==> src/rtl/yuvargb_pkg.sv <==
// shared types and constants for the yuv to argb rotating pixel writer
`default_nettype none

package yuvargb_pkg;

    // frame geometry
    localparam int MAX_DIM = 4096;
    localparam int CNT_W   = $clog2(MAX_DIM);
    localparam int DIM_W   = 13;
    localparam int ROT_W   = 2;
    localparam int ADDR_W  = 24;

    // pixel widths
    localparam int PIX_W   = 8;
    localparam int ARGB_W  = 32;

    // apb register file
    localparam int PADDR_W = 4;
    localparam int PDATA_W = 32;

    // register indexes
    typedef enum logic [1:0] {
        REG_ROTATION     = 2'd0,
        REG_FRAME_WIDTH  = 2'd1,
        REG_FRAME_HEIGHT = 2'd2,
        REG_OUT_STRIDE   = 2'd3
    } t_reg_idx;

    // rotation codes
    typedef enum logic [ROT_W-1:0] {
        ROT_0   = 2'd0,
        ROT_90  = 2'd1,
        ROT_180 = 2'd2,
        ROT_270 = 2'd3
    } t_rot;

    // register reset values
    localparam logic [DIM_W-1:0] RST_WIDTH  = DIM_W'(640);
    localparam logic [DIM_W-1:0] RST_HEIGHT = DIM_W'(480);
    localparam logic [DIM_W-1:0] RST_STRIDE = DIM_W'(640);

    // bt.601 conversion constants, coefficients scaled by 1024
    localparam int CSUM_W = 21;
    localparam logic [PIX_W-1:0] LUMA_OFS   = PIX_W'(16);
    localparam int               CHROMA_OFS = 128;
    localparam int               K_Y        = 1192;
    localparam int               K_RV       = 1634;
    localparam int               K_GV       = 833;
    localparam int               K_GU       = 400;
    localparam int               K_BU       = 2066;
    localparam logic [7:0]       ALPHA      = 8'hff;

    // pixel held between the input and result registers
    typedef struct packed {
        logic [PIX_W-1:0]  luma;
        logic [PIX_W-1:0]  chroma_blue;
        logic [PIX_W-1:0]  chroma_red;
        logic [ADDR_W-1:0] mul_term;
        logic [ADDR_W-1:0] add_term;
        logic              frame_last;
    } t_stage;

endpackage

`default_nettype wire

==> src/rtl/yuvargb_if.sv <==
// valid/ready stream interfaces for yuv pixels in and argb pixels out
`default_nettype none

interface yuvargb_in_if;
    logic                          valid;
    logic                          ready;
    logic [yuvargb_pkg::PIX_W-1:0] luma;
    logic [yuvargb_pkg::PIX_W-1:0] chroma_blue;
    logic [yuvargb_pkg::PIX_W-1:0] chroma_red;

    modport source (output valid, luma, chroma_blue, chroma_red, input ready);
    modport sink   (input valid, luma, chroma_blue, chroma_red, output ready);
endinterface

interface yuvargb_out_if;
    logic                           valid;
    logic                           ready;
    logic [yuvargb_pkg::ARGB_W-1:0] argb_word;
    logic [yuvargb_pkg::ADDR_W-1:0] dest_address;
    logic                           frame_last;

    modport source (output valid, argb_word, dest_address, frame_last, input ready);
    modport sink   (input valid, argb_word, dest_address, frame_last, output ready);
endinterface

`default_nettype wire

==> src/rtl/yuv_to_argb_rotating_pixel_writer.sv <==
// Converts a raster stream of Y/U/V pixels to opaque BT.601 ARGB words and
// computes each pixel's destination word address for a rotation of 0, 90, 180
// or 270 degrees over the programmed width, height and stride; frame_last
// marks the final pixel of each frame. One pixel is taken per clock while
// back-pressure does not hold the pipeline. The first register stage
// holds the pixel with its address operands taken from the column and
// row counters, the second holds the converted color and the address from
// the single stride multiply. Back-pressure stalls both stages in place.
// Registers (APB, byte address 4*i): 0 rotation, 1 frame width, 2 frame
// height, 3 output stride. Write them only while no pixel is in flight.
`default_nettype none

module yuv_to_argb_rotating_pixel_writer (
    input  wire                                 i_clk,
    input  wire                                 i_rst_n,
    // apb configuration port
    input  wire                                 psel,
    input  wire                                 penable,
    input  wire                                 pwrite,
    input  wire  [yuvargb_pkg::PADDR_W-1:0]     paddr,
    input  wire  [yuvargb_pkg::PDATA_W-1:0]     pwdata,
    output logic [yuvargb_pkg::PDATA_W-1:0]     prdata,
    output logic                                pready,
    // pixel streams
    yuvargb_in_if.sink                          i_pix,
    yuvargb_out_if.source                       o_pix
);

    // configuration registers
    logic [yuvargb_pkg::ROT_W-1:0]  r_rotation;
    logic [yuvargb_pkg::DIM_W-1:0]  r_frame_width;
    logic [yuvargb_pkg::DIM_W-1:0]  r_frame_height;
    logic [yuvargb_pkg::DIM_W-1:0]  r_out_stride;

    // position counters
    logic [yuvargb_pkg::CNT_W-1:0]  r_col;
    logic [yuvargb_pkg::CNT_W-1:0]  r_row;
    logic [yuvargb_pkg::CNT_W-1:0]  n_col;
    logic [yuvargb_pkg::CNT_W-1:0]  n_row;

    // pipeline registers
    logic                           r_stg_valid;
    yuvargb_pkg::t_stage            r_stg;
    yuvargb_pkg::t_stage            n_stg;
    logic                           r_out_valid;
    logic [yuvargb_pkg::ARGB_W-1:0] r_out_argb;
    logic [yuvargb_pkg::ADDR_W-1:0] r_out_addr;
    logic                           r_out_last;
    logic [yuvargb_pkg::ARGB_W-1:0] n_out_argb;
    logic [yuvargb_pkg::ADDR_W-1:0] n_out_addr;

    // handshake
    logic                           out_free;
    logic                           stg_free;
    logic                           in_take;
    logic                           cfg_wr;
    yuvargb_pkg::t_reg_idx          cfg_idx;

    // geometry helpers
    logic [yuvargb_pkg::DIM_W-1:0]  width_cl;
    logic [yuvargb_pkg::DIM_W-1:0]  height_cl;
    logic [yuvargb_pkg::ADDR_W-1:0] col_ext;
    logic [yuvargb_pkg::ADDR_W-1:0] row_ext;
    logic [yuvargb_pkg::ADDR_W-1:0] col_flip;
    logic [yuvargb_pkg::ADDR_W-1:0] row_flip;
    logic                           row_end;
    logic                           frame_end;

    // color helpers
    logic [yuvargb_pkg::PIX_W-1:0]          luma_ofs;
    logic signed [yuvargb_pkg::CSUM_W-1:0]  y_s;
    logic signed [yuvargb_pkg::CSUM_W-1:0]  u_s;
    logic signed [yuvargb_pkg::CSUM_W-1:0]  v_s;
    logic signed [yuvargb_pkg::CSUM_W-1:0]  r_sum;
    logic signed [yuvargb_pkg::CSUM_W-1:0]  g_sum;
    logic signed [yuvargb_pkg::CSUM_W-1:0]  b_sum;

    // clamp a channel sum to 0..262143 and keep bits 17:10
    function automatic logic [7:0] chan_clip(input logic signed [yuvargb_pkg::CSUM_W-1:0] s);
        logic [7:0] res;
        if (s[yuvargb_pkg::CSUM_W-1]) begin
            res = 8'd0;
        end else if (s[yuvargb_pkg::CSUM_W-2:18] != '0) begin
            res = 8'hff;
        end else begin
            res = s[17:10];
        end
        return res;
    endfunction

    // apb decode
    assign pready  = 1'b1;
    assign cfg_wr  = psel && penable && pwrite && pready;
    assign cfg_idx = yuvargb_pkg::t_reg_idx'(paddr[3:2]);

    // register read mux
    always_comb begin
        prdata = '0;
        unique case (cfg_idx)
            yuvargb_pkg::REG_ROTATION:     prdata = yuvargb_pkg::PDATA_W'(r_rotation);
            yuvargb_pkg::REG_FRAME_WIDTH:  prdata = yuvargb_pkg::PDATA_W'(r_frame_width);
            yuvargb_pkg::REG_FRAME_HEIGHT: prdata = yuvargb_pkg::PDATA_W'(r_frame_height);
            yuvargb_pkg::REG_OUT_STRIDE:   prdata = yuvargb_pkg::PDATA_W'(r_out_stride);
            default:                       prdata = '0;
        endcase
    end

    // register writes
    always_ff @(posedge i_clk) begin
        if (!i_rst_n) begin
            r_rotation     <= yuvargb_pkg::ROT_0;
            r_frame_width  <= yuvargb_pkg::RST_WIDTH;
            r_frame_height <= yuvargb_pkg::RST_HEIGHT;
            r_out_stride   <= yuvargb_pkg::RST_STRIDE;
        end else if (cfg_wr) begin
            unique case (cfg_idx)
                yuvargb_pkg::REG_ROTATION:
                    r_rotation <= pwdata[yuvargb_pkg::ROT_W-1:0];
                yuvargb_pkg::REG_FRAME_WIDTH:
                    r_frame_width <= pwdata[yuvargb_pkg::DIM_W-1:0];
                yuvargb_pkg::REG_FRAME_HEIGHT:
                    r_frame_height <= pwdata[yuvargb_pkg::DIM_W-1:0];
                yuvargb_pkg::REG_OUT_STRIDE:
                    r_out_stride <= pwdata[yuvargb_pkg::DIM_W-1:0];
                default: ;
            endcase
        end
    end

    // pipeline flow control
    assign out_free    = !r_out_valid || o_pix.ready;
    assign stg_free    = !r_stg_valid || out_free;
    assign i_pix.ready = stg_free;
    assign in_take     = i_pix.valid && stg_free;

    // clamp frame size to 1..MAX_DIM
    always_comb begin
        width_cl = r_frame_width;
        if (r_frame_width == '0) begin
            width_cl = yuvargb_pkg::DIM_W'(1);
        end else if (r_frame_width > yuvargb_pkg::DIM_W'(yuvargb_pkg::MAX_DIM)) begin
            width_cl = yuvargb_pkg::DIM_W'(yuvargb_pkg::MAX_DIM);
        end
        height_cl = r_frame_height;
        if (r_frame_height == '0) begin
            height_cl = yuvargb_pkg::DIM_W'(1);
        end else if (r_frame_height > yuvargb_pkg::DIM_W'(yuvargb_pkg::MAX_DIM)) begin
            height_cl = yuvargb_pkg::DIM_W'(yuvargb_pkg::MAX_DIM);
        end
    end

    // mirrored coordinates, wrapping in address width
    assign col_ext  = yuvargb_pkg::ADDR_W'(r_col);
    assign row_ext  = yuvargb_pkg::ADDR_W'(r_row);
    assign col_flip = yuvargb_pkg::ADDR_W'(width_cl) - yuvargb_pkg::ADDR_W'(1) - col_ext;
    assign row_flip = yuvargb_pkg::ADDR_W'(height_cl) - yuvargb_pkg::ADDR_W'(1) - row_ext;

    // end of row and frame
    assign row_end   = yuvargb_pkg::DIM_W'(r_col) >= (width_cl - yuvargb_pkg::DIM_W'(1));
    assign frame_end = row_end &&
                       (yuvargb_pkg::DIM_W'(r_row) >= (height_cl - yuvargb_pkg::DIM_W'(1)));

    // address operands and captured pixel
    always_comb begin
        n_stg.luma        = i_pix.luma;
        n_stg.chroma_blue = i_pix.chroma_blue;
        n_stg.chroma_red  = i_pix.chroma_red;
        n_stg.frame_last  = frame_end;
        n_stg.mul_term    = row_ext;
        n_stg.add_term    = col_ext;
        case (yuvargb_pkg::t_rot'(r_rotation))
            yuvargb_pkg::ROT_0: begin
                n_stg.mul_term = row_ext;
                n_stg.add_term = col_ext;
            end
            yuvargb_pkg::ROT_90: begin
                n_stg.mul_term = col_ext;
                n_stg.add_term = row_flip;
            end
            yuvargb_pkg::ROT_180: begin
                n_stg.mul_term = row_flip;
                n_stg.add_term = col_flip;
            end
            default: begin
                n_stg.mul_term = col_flip;
                n_stg.add_term = row_ext;
            end
        endcase
    end

    // next column and row
    always_comb begin
        n_col = r_col + yuvargb_pkg::CNT_W'(1);
        n_row = r_row;
        if (row_end) begin
            n_col = '0;
            n_row = frame_end ? '0 : r_row + yuvargb_pkg::CNT_W'(1);
        end
    end

    // counters
    always_ff @(posedge i_clk) begin
        if (!i_rst_n) begin
            r_col <= '0;
            r_row <= '0;
        end else if (in_take) begin
            r_col <= n_col;
            r_row <= n_row;
        end
    end

    // input stage
    always_ff @(posedge i_clk) begin
        if (!i_rst_n) begin
            r_stg_valid <= 1'b0;
        end else if (stg_free) begin
            r_stg_valid <= i_pix.valid;
        end
    end

    always_ff @(posedge i_clk) begin
        if (in_take) begin
            r_stg <= n_stg;
        end
    end

    // bt.601 color conversion
    always_comb begin
        luma_ofs = (r_stg.luma >= yuvargb_pkg::LUMA_OFS) ?
                   (r_stg.luma - yuvargb_pkg::LUMA_OFS) : '0;
        y_s   = $signed(yuvargb_pkg::CSUM_W'(luma_ofs));
        u_s   = $signed(yuvargb_pkg::CSUM_W'(r_stg.chroma_blue))
              - yuvargb_pkg::CSUM_W'(yuvargb_pkg::CHROMA_OFS);
        v_s   = $signed(yuvargb_pkg::CSUM_W'(r_stg.chroma_red))
              - yuvargb_pkg::CSUM_W'(yuvargb_pkg::CHROMA_OFS);
        r_sum = y_s * yuvargb_pkg::CSUM_W'(yuvargb_pkg::K_Y)
              + v_s * yuvargb_pkg::CSUM_W'(yuvargb_pkg::K_RV);
        g_sum = y_s * yuvargb_pkg::CSUM_W'(yuvargb_pkg::K_Y)
              - v_s * yuvargb_pkg::CSUM_W'(yuvargb_pkg::K_GV)
              - u_s * yuvargb_pkg::CSUM_W'(yuvargb_pkg::K_GU);
        b_sum = y_s * yuvargb_pkg::CSUM_W'(yuvargb_pkg::K_Y)
              + u_s * yuvargb_pkg::CSUM_W'(yuvargb_pkg::K_BU);
        n_out_argb = {yuvargb_pkg::ALPHA, chan_clip(r_sum), chan_clip(g_sum), chan_clip(b_sum)};
    end

    // stride multiply and offset, wrapping in address width
    assign n_out_addr = yuvargb_pkg::ADDR_W'(r_stg.mul_term * yuvargb_pkg::ADDR_W'(r_out_stride))
                      + r_stg.add_term;

    // result stage
    always_ff @(posedge i_clk) begin
        if (!i_rst_n) begin
            r_out_valid <= 1'b0;
        end else if (out_free) begin
            r_out_valid <= r_stg_valid;
        end
    end

    always_ff @(posedge i_clk) begin
        if (out_free && r_stg_valid) begin
            r_out_argb <= n_out_argb;
            r_out_addr <= n_out_addr;
            r_out_last <= r_stg.frame_last;
        end
    end

    // result port
    assign o_pix.valid        = r_out_valid;
    assign o_pix.argb_word    = r_out_argb;
    assign o_pix.dest_address = r_out_addr;
    assign o_pix.frame_last   = r_out_last;

endmodule

`default_nettype wire

==> src/flat_wrapper.sv <==
// flat-port wrapper written by rule: the top's interface ports become plain ports
module yuv_to_argb_rotating_pixel_writer_flat 
  (i_clk, i_rst_n, psel, penable, pwrite, paddr, pwdata, prdata, pready, i_pix_valid, i_pix_luma, i_pix_chroma_blue, i_pix_chroma_red, i_pix_ready, o_pix_valid, o_pix_argb_word, o_pix_dest_address, o_pix_frame_last, o_pix_ready);
  yuvargb_in_if i_pix_i ();
  yuvargb_out_if o_pix_i ();
  input  wire i_clk;
  input  wire i_rst_n;
  input  wire psel;
  input  wire penable;
  input  wire pwrite;
  input  wire  [yuvargb_pkg::PADDR_W-1:0] paddr;
  input  wire  [yuvargb_pkg::PDATA_W-1:0] pwdata;
  output logic [yuvargb_pkg::PDATA_W-1:0] prdata;
  output logic pready;
  input wire logic [$bits(i_pix_i.valid)-1:0] i_pix_valid;
  input wire logic [$bits(i_pix_i.luma)-1:0] i_pix_luma;
  input wire logic [$bits(i_pix_i.chroma_blue)-1:0] i_pix_chroma_blue;
  input wire logic [$bits(i_pix_i.chroma_red)-1:0] i_pix_chroma_red;
  output wire logic [$bits(i_pix_i.ready)-1:0] i_pix_ready;
  output wire logic [$bits(o_pix_i.valid)-1:0] o_pix_valid;
  output wire logic [$bits(o_pix_i.argb_word)-1:0] o_pix_argb_word;
  output wire logic [$bits(o_pix_i.dest_address)-1:0] o_pix_dest_address;
  output wire logic [$bits(o_pix_i.frame_last)-1:0] o_pix_frame_last;
  input wire logic [$bits(o_pix_i.ready)-1:0] o_pix_ready;
  assign i_pix_i.valid = i_pix_valid;
  assign i_pix_i.luma = i_pix_luma;
  assign i_pix_i.chroma_blue = i_pix_chroma_blue;
  assign i_pix_i.chroma_red = i_pix_chroma_red;
  assign i_pix_ready = i_pix_i.ready;
  assign o_pix_valid = o_pix_i.valid;
  assign o_pix_argb_word = o_pix_i.argb_word;
  assign o_pix_dest_address = o_pix_i.dest_address;
  assign o_pix_frame_last = o_pix_i.frame_last;
  assign o_pix_i.ready = o_pix_ready;
  yuv_to_argb_rotating_pixel_writer u_core (.i_clk(i_clk), .i_rst_n(i_rst_n), .psel(psel), .penable(penable), .pwrite(pwrite), .paddr(paddr), .pwdata(pwdata), .prdata(prdata), .pready(pready), .i_pix(i_pix_i), .o_pix(o_pix_i));
endmodule
==> config.mk <==
export PLATFORM = sky130hd
export DESIGN_NAME = yuv_to_argb_rotating_pixel_writer_flat
export DESIGN_NICKNAME = d
export VERILOG_FILES = /design/src/rtl/yuvargb_pkg.sv /design/src/rtl/yuvargb_if.sv /design/src/rtl/yuv_to_argb_rotating_pixel_writer.sv /design/src/flat_wrapper.sv
export SDC_FILE = /design/constraint.sdc
export NUM_CORES = 1
export LEC_CHECK = 0
export ABC_AREA = 1
export BUFFER_PORTS_ARGS = -buffer_cell sky130_fd_sc_hd__buf_2
export CAP_MARGIN = 40
export CORE_UTILIZATION = 40
export DETAILED_ROUTE_END_ITERATION = 7
export SLEW_MARGIN = 10
export SYNTH_ARGS = -nofsm -noshare
export SYNTH_HDL_FRONTEND = slang
export SYNTH_SLANG_ARGS = --single-unit
==> constraint.sdc <==
create_clock -name i_clk -period 10.3 [get_ports i_clk]
set_input_delay 1.545 -clock i_clk [delete_from_list [all_inputs] [get_ports i_clk]]
set_output_delay 1.545 -clock i_clk [all_outputs]
set_load 0.02 [all_outputs]
==> run_results.csv <==
group,metric,value,unit
logic_synthesis,netlist_instances,3202,
place,place_congestion,0.931,
run,cap_violations,0,
global_route,track_usage,0.200,
logic_synthesis,async_flop_share,0,
clocking,htreeDepth,4,
worst_setup_path,rr_endpoint,"u_core.o_pix.argb_word[15]$_SDFFCE_PP0P_",
final_layout,layout.nets,3961,
sta,clock_skew,0.0190,ns
worst_setup_path,crit_end,"u_core.o_pix.argb_word[15]$_SDFFCE_PP0P_",
place,dp_hpwl,52.8,mm
pwr,p_sw,4.01,mW
final_layout,antennaDiodeCount,0,
sta,rsz0062_at_grt,"false",
logic_synthesis,synth_common_cells,"inv_1 (673), nand2_1 (653), ha_1 (369), fa_1 (251), nor2_1 (193)",
clocking,post_cts_resized,0,
logic_synthesis,netlist_area,25800,um2
clocking,cts_buffers,17,
worst_setup_path,worst_setup_path_end_kind,"flop",
sta,finalSetupViolations,0,
route,dr_total_vias,20300,
worst_hold_path,hp-class,"flop to flop",
worst_setup_path,start_kind,"flop",
pwr,power_density,269,nW/um2
clocking,clock_sinks,189,
run_status,status,"finished, final reports clean",
clocking,ctsRootBufferMaster,"clkbuf_16",
floorplanning,ios,159,
global_route,grt_pass1_wl,103,mm
logic_synthesis,synth_top_area_frac,0.195,
sta,fmax,0.118,GHz
logic_synthesis,synth.area.top_cells,"fa_1 (20%), ha_1 (18%), edfxtp_1 (14%)",
final_layout,final_layout_size_suffix_gt1_frac,0.0590,
logic_synthesis,yosysMostFrequentCell,"inv_1",
worst_setup_path,r2r-start,"u_core.r_stg[70]$_DFFE_PP_",
logic_synthesis,ys_ff_latch,189,
logic_synthesis,synthFlopType,"edfxtp_1",
sta,slew_headroom,0.412,
worst_setup_path,cp_common_cell,"inv_1",
floorplanning,die_y,256,um
global_route,antenna_found_initial,2,
route,ant_nets,0,
sta,finalMaxSlewViolations,0,
sta,period_needed,8.45,ns
clocking,cts.hold.buffers_added,0,
route,wl,64.2,mm
route,drt_first_pass_iters,5,
clocking,clockBufferDepth,2,
pwr,sw_frac_of_total,0.536,
worst_setup_path,worstSetupPathType,"flop to flop",
sta,fin_crit_sh,0.821,
logic_synthesis,synth_edf_count,122,
worst_setup_path,critPathLaunch,"u_core.r_stg[70]$_DFFE_PP_",
worst_setup_path,worst_r2r_path_depth,35,
floorplanning,dieArea,65400,um2
worst_setup_path,cpMaxStageDelayCell,"xor2_1",
sta,fin_setup_tns,0,ns
pwr,p_int,3.47,mW
floorplanning,core_area,63300,um2
final_layout,syn_to_final_growth,7.76,%
global_route,grt_pass1_vias,19500,
pwr,power,7.48,mW
logic_synthesis,avgSynthCellArea,8.05,um2
worst_setup_path,rrSetupSlack,1.85,ns
floorplanning,start_util,0.407,
logic_synthesis,ys_warn_count,0,
floorplanning,die_w,256,um
route,drc,0,
worst_setup_path,critPathMaxStageDelay,0.70,ns
route,viasPerCell,4.92,
worst_setup_path,cp_data_arrival_time,8.70,ns
route,drt_iter0_drc,1225,
pwr,p_seq_frac,0.139,
logic_synthesis,ys_types,56,
pwr,clock_power_share,0.099,
clocking,cts_tree,"built",
sta,tightest_slew,0.881,ns
clocking,clk_latency,0.50,ns
pwr,pwr-share-comb,0.762,
clocking,postCtsSetupRepairBufs,0,
worst_setup_path,worst-path-max-fanout,8,
global_route,grt_max_degree,52,
pwr,p_leak,14.4,nW
floorplanning,num_rows,92,
route,drt-wirelength-per-cell,15.5,um
place,placement.io_buffers,109,
global_route,grt_overflow,0,
logic_synthesis,synth.largest_area_cell,"fa_1",
clocking,clk_pin_slew,0.08,ns
worst_setup_path,cp.required,10.55,ns
logic_synthesis,seq_area_frac_synth,0.194,
sta,hold_viol,0,
pwr,peakVddDrop,0.550,mV
cells by family after synthesis:
kind of cell	count (synthesis)	share of synthesized area
AND/OR/NAND/NOR	1046	0.169
buffers and inverters	774	0.118
adder cells (fa/ha/maj)	620	0.374
AO/OA/AOI/OAI	413	0.0901
flip-flops	189	0.194
XOR/XNOR	158	0.0542
other	2	0.000291
power by group through the flow:
stage | Sequential (mW) | Combinational [mW] | Clock, mW
after floorplan | 1.11 | 4.30 | 0
after global placement | 1.06 | 5.71 | 0
after detailed placement | 1.06 | 5.70 | 0
after CTS | 1.04 | 5.73 | 0.758
after global routing | 1.05 | 6.56 | 0.782
final | 1.04 | 5.70 | 0.737
how the worst min path moves through the flow:
| stage | from | to | slack, ns | depth (start not counted) |
|---|---|---|---|---|
| 2_1_floorplan | u_core.r_stg[0]$_DFFE_PP_ | u_core.o_pix.frame_last$_DFFE_PP_ | 0.40 | 0 |
| 3_3_place_gp | u_core.r_stg[0]$_DFFE_PP_ | u_core.o_pix.frame_last$_DFFE_PP_ | 0.41 | 0 |
| 3_5_place_dp | u_core.r_stg[0]$_DFFE_PP_ | u_core.o_pix.frame_last$_DFFE_PP_ | 0.41 | 0 |
| 4_1_cts | u_core.r_stg[0]$_DFFE_PP_ | u_core.o_pix.frame_last$_DFFE_PP_ | 0.43 | 0 |
| 5_1_grt | u_core.r_stg[0]$_DFFE_PP_ | u_core.o_pix.frame_last$_DFFE_PP_ | 0.44 | 0 |
| 6_report | u_core.r_stg[0]$_DFFE_PP_ | u_core.o_pix.frame_last$_DFFE_PP_ | 0.43 | 0 |
layout by cell type (no fill, tap or decap), types with 8 or more instances in the layout:
cell type / count
a21o_1: 8
a21oi_1: 179
a31oi_1: 8
buf_2: 109
buf_4: 14
clkbuf_16: 18
conb_1: 28
dfxtp_1: 67
edfxtp_1: 122
fa_1: 251
ha_1: 369
inv_1: 672
nand2_1: 653
nand2_2: 9
nand3_1: 98
nand4_1: 27
nor2_1: 193
nor3_1: 32
o2111ai_1: 9
o21ai_0: 147
o21bai_1: 13
o221ai_1: 12
xnor2_1: 53
xor2_1: 104
flip-flops by register name, summed over array words and instances (netlist names):
signal,cells
u_core.o_pix.valid,1
u_core.r_row,12
u_core.r_frame_width,13
u_core.r_out_stride,13
u_core.o_pix.argb_word,24
u_core.r_stg_valid,1
u_core.o_pix.frame_last,1
u_core.r_col,12
u_core.r_rotation,2
u_core.r_frame_height,13
u_core.r_stg,73
u_core.o_pix.dest_address,24
area by class of cell:
| class | count | area (um2) |
|---|---|---|
| flip-flops and latches | 189 | 5000 |
| clock buffers | 18 | 450 |
| clock inverters | 14 | 193 |
| fillers | 6420 | 35500 |
| multi-input cells | 2265 | 17800 |
| repair buffers | 126 | 696 |
| inverters | 675 | 2530 |
| well taps | 846 | 1060 |
worst max-delay path, delay by kind of cell, from the launching register on:
kind / cells / cell delay (ns)
xor+xnor: 2 / 0.83
buf+inv: 10 / 0.74
fa+ha+maj: 10 / 3.85
compound gates: 5 / 1.17
flops: 1 / 0.38
simple gates: 8 / 1.23
metal layers:
metal,GRT usage,wire (um),vias up
met3,0.0244,2710,65
met2,0.322,29200,418
met4,0.0516,1070,2
li1,-,-,10200
met1,0.283,31200,9648
met5,0,13,-
stage by stage:
step	utilization	cell area [um2]	setup slack (ns)	hold WS [ns]	std cells
global placement	0.427	27100	1.93	0.414	4096
detailed placement	0.428	27100	1.84	0.412	4101
finish	0.439	27800	1.85	0.430	4133
CTS	0.439	27800	1.81	0.432	4133
global route	0.439	27800	1.19	0.442	4133
floorplan	-	25900	3.19	0.400	3228
Note: power is estimated with default switching activity, not from simulation.
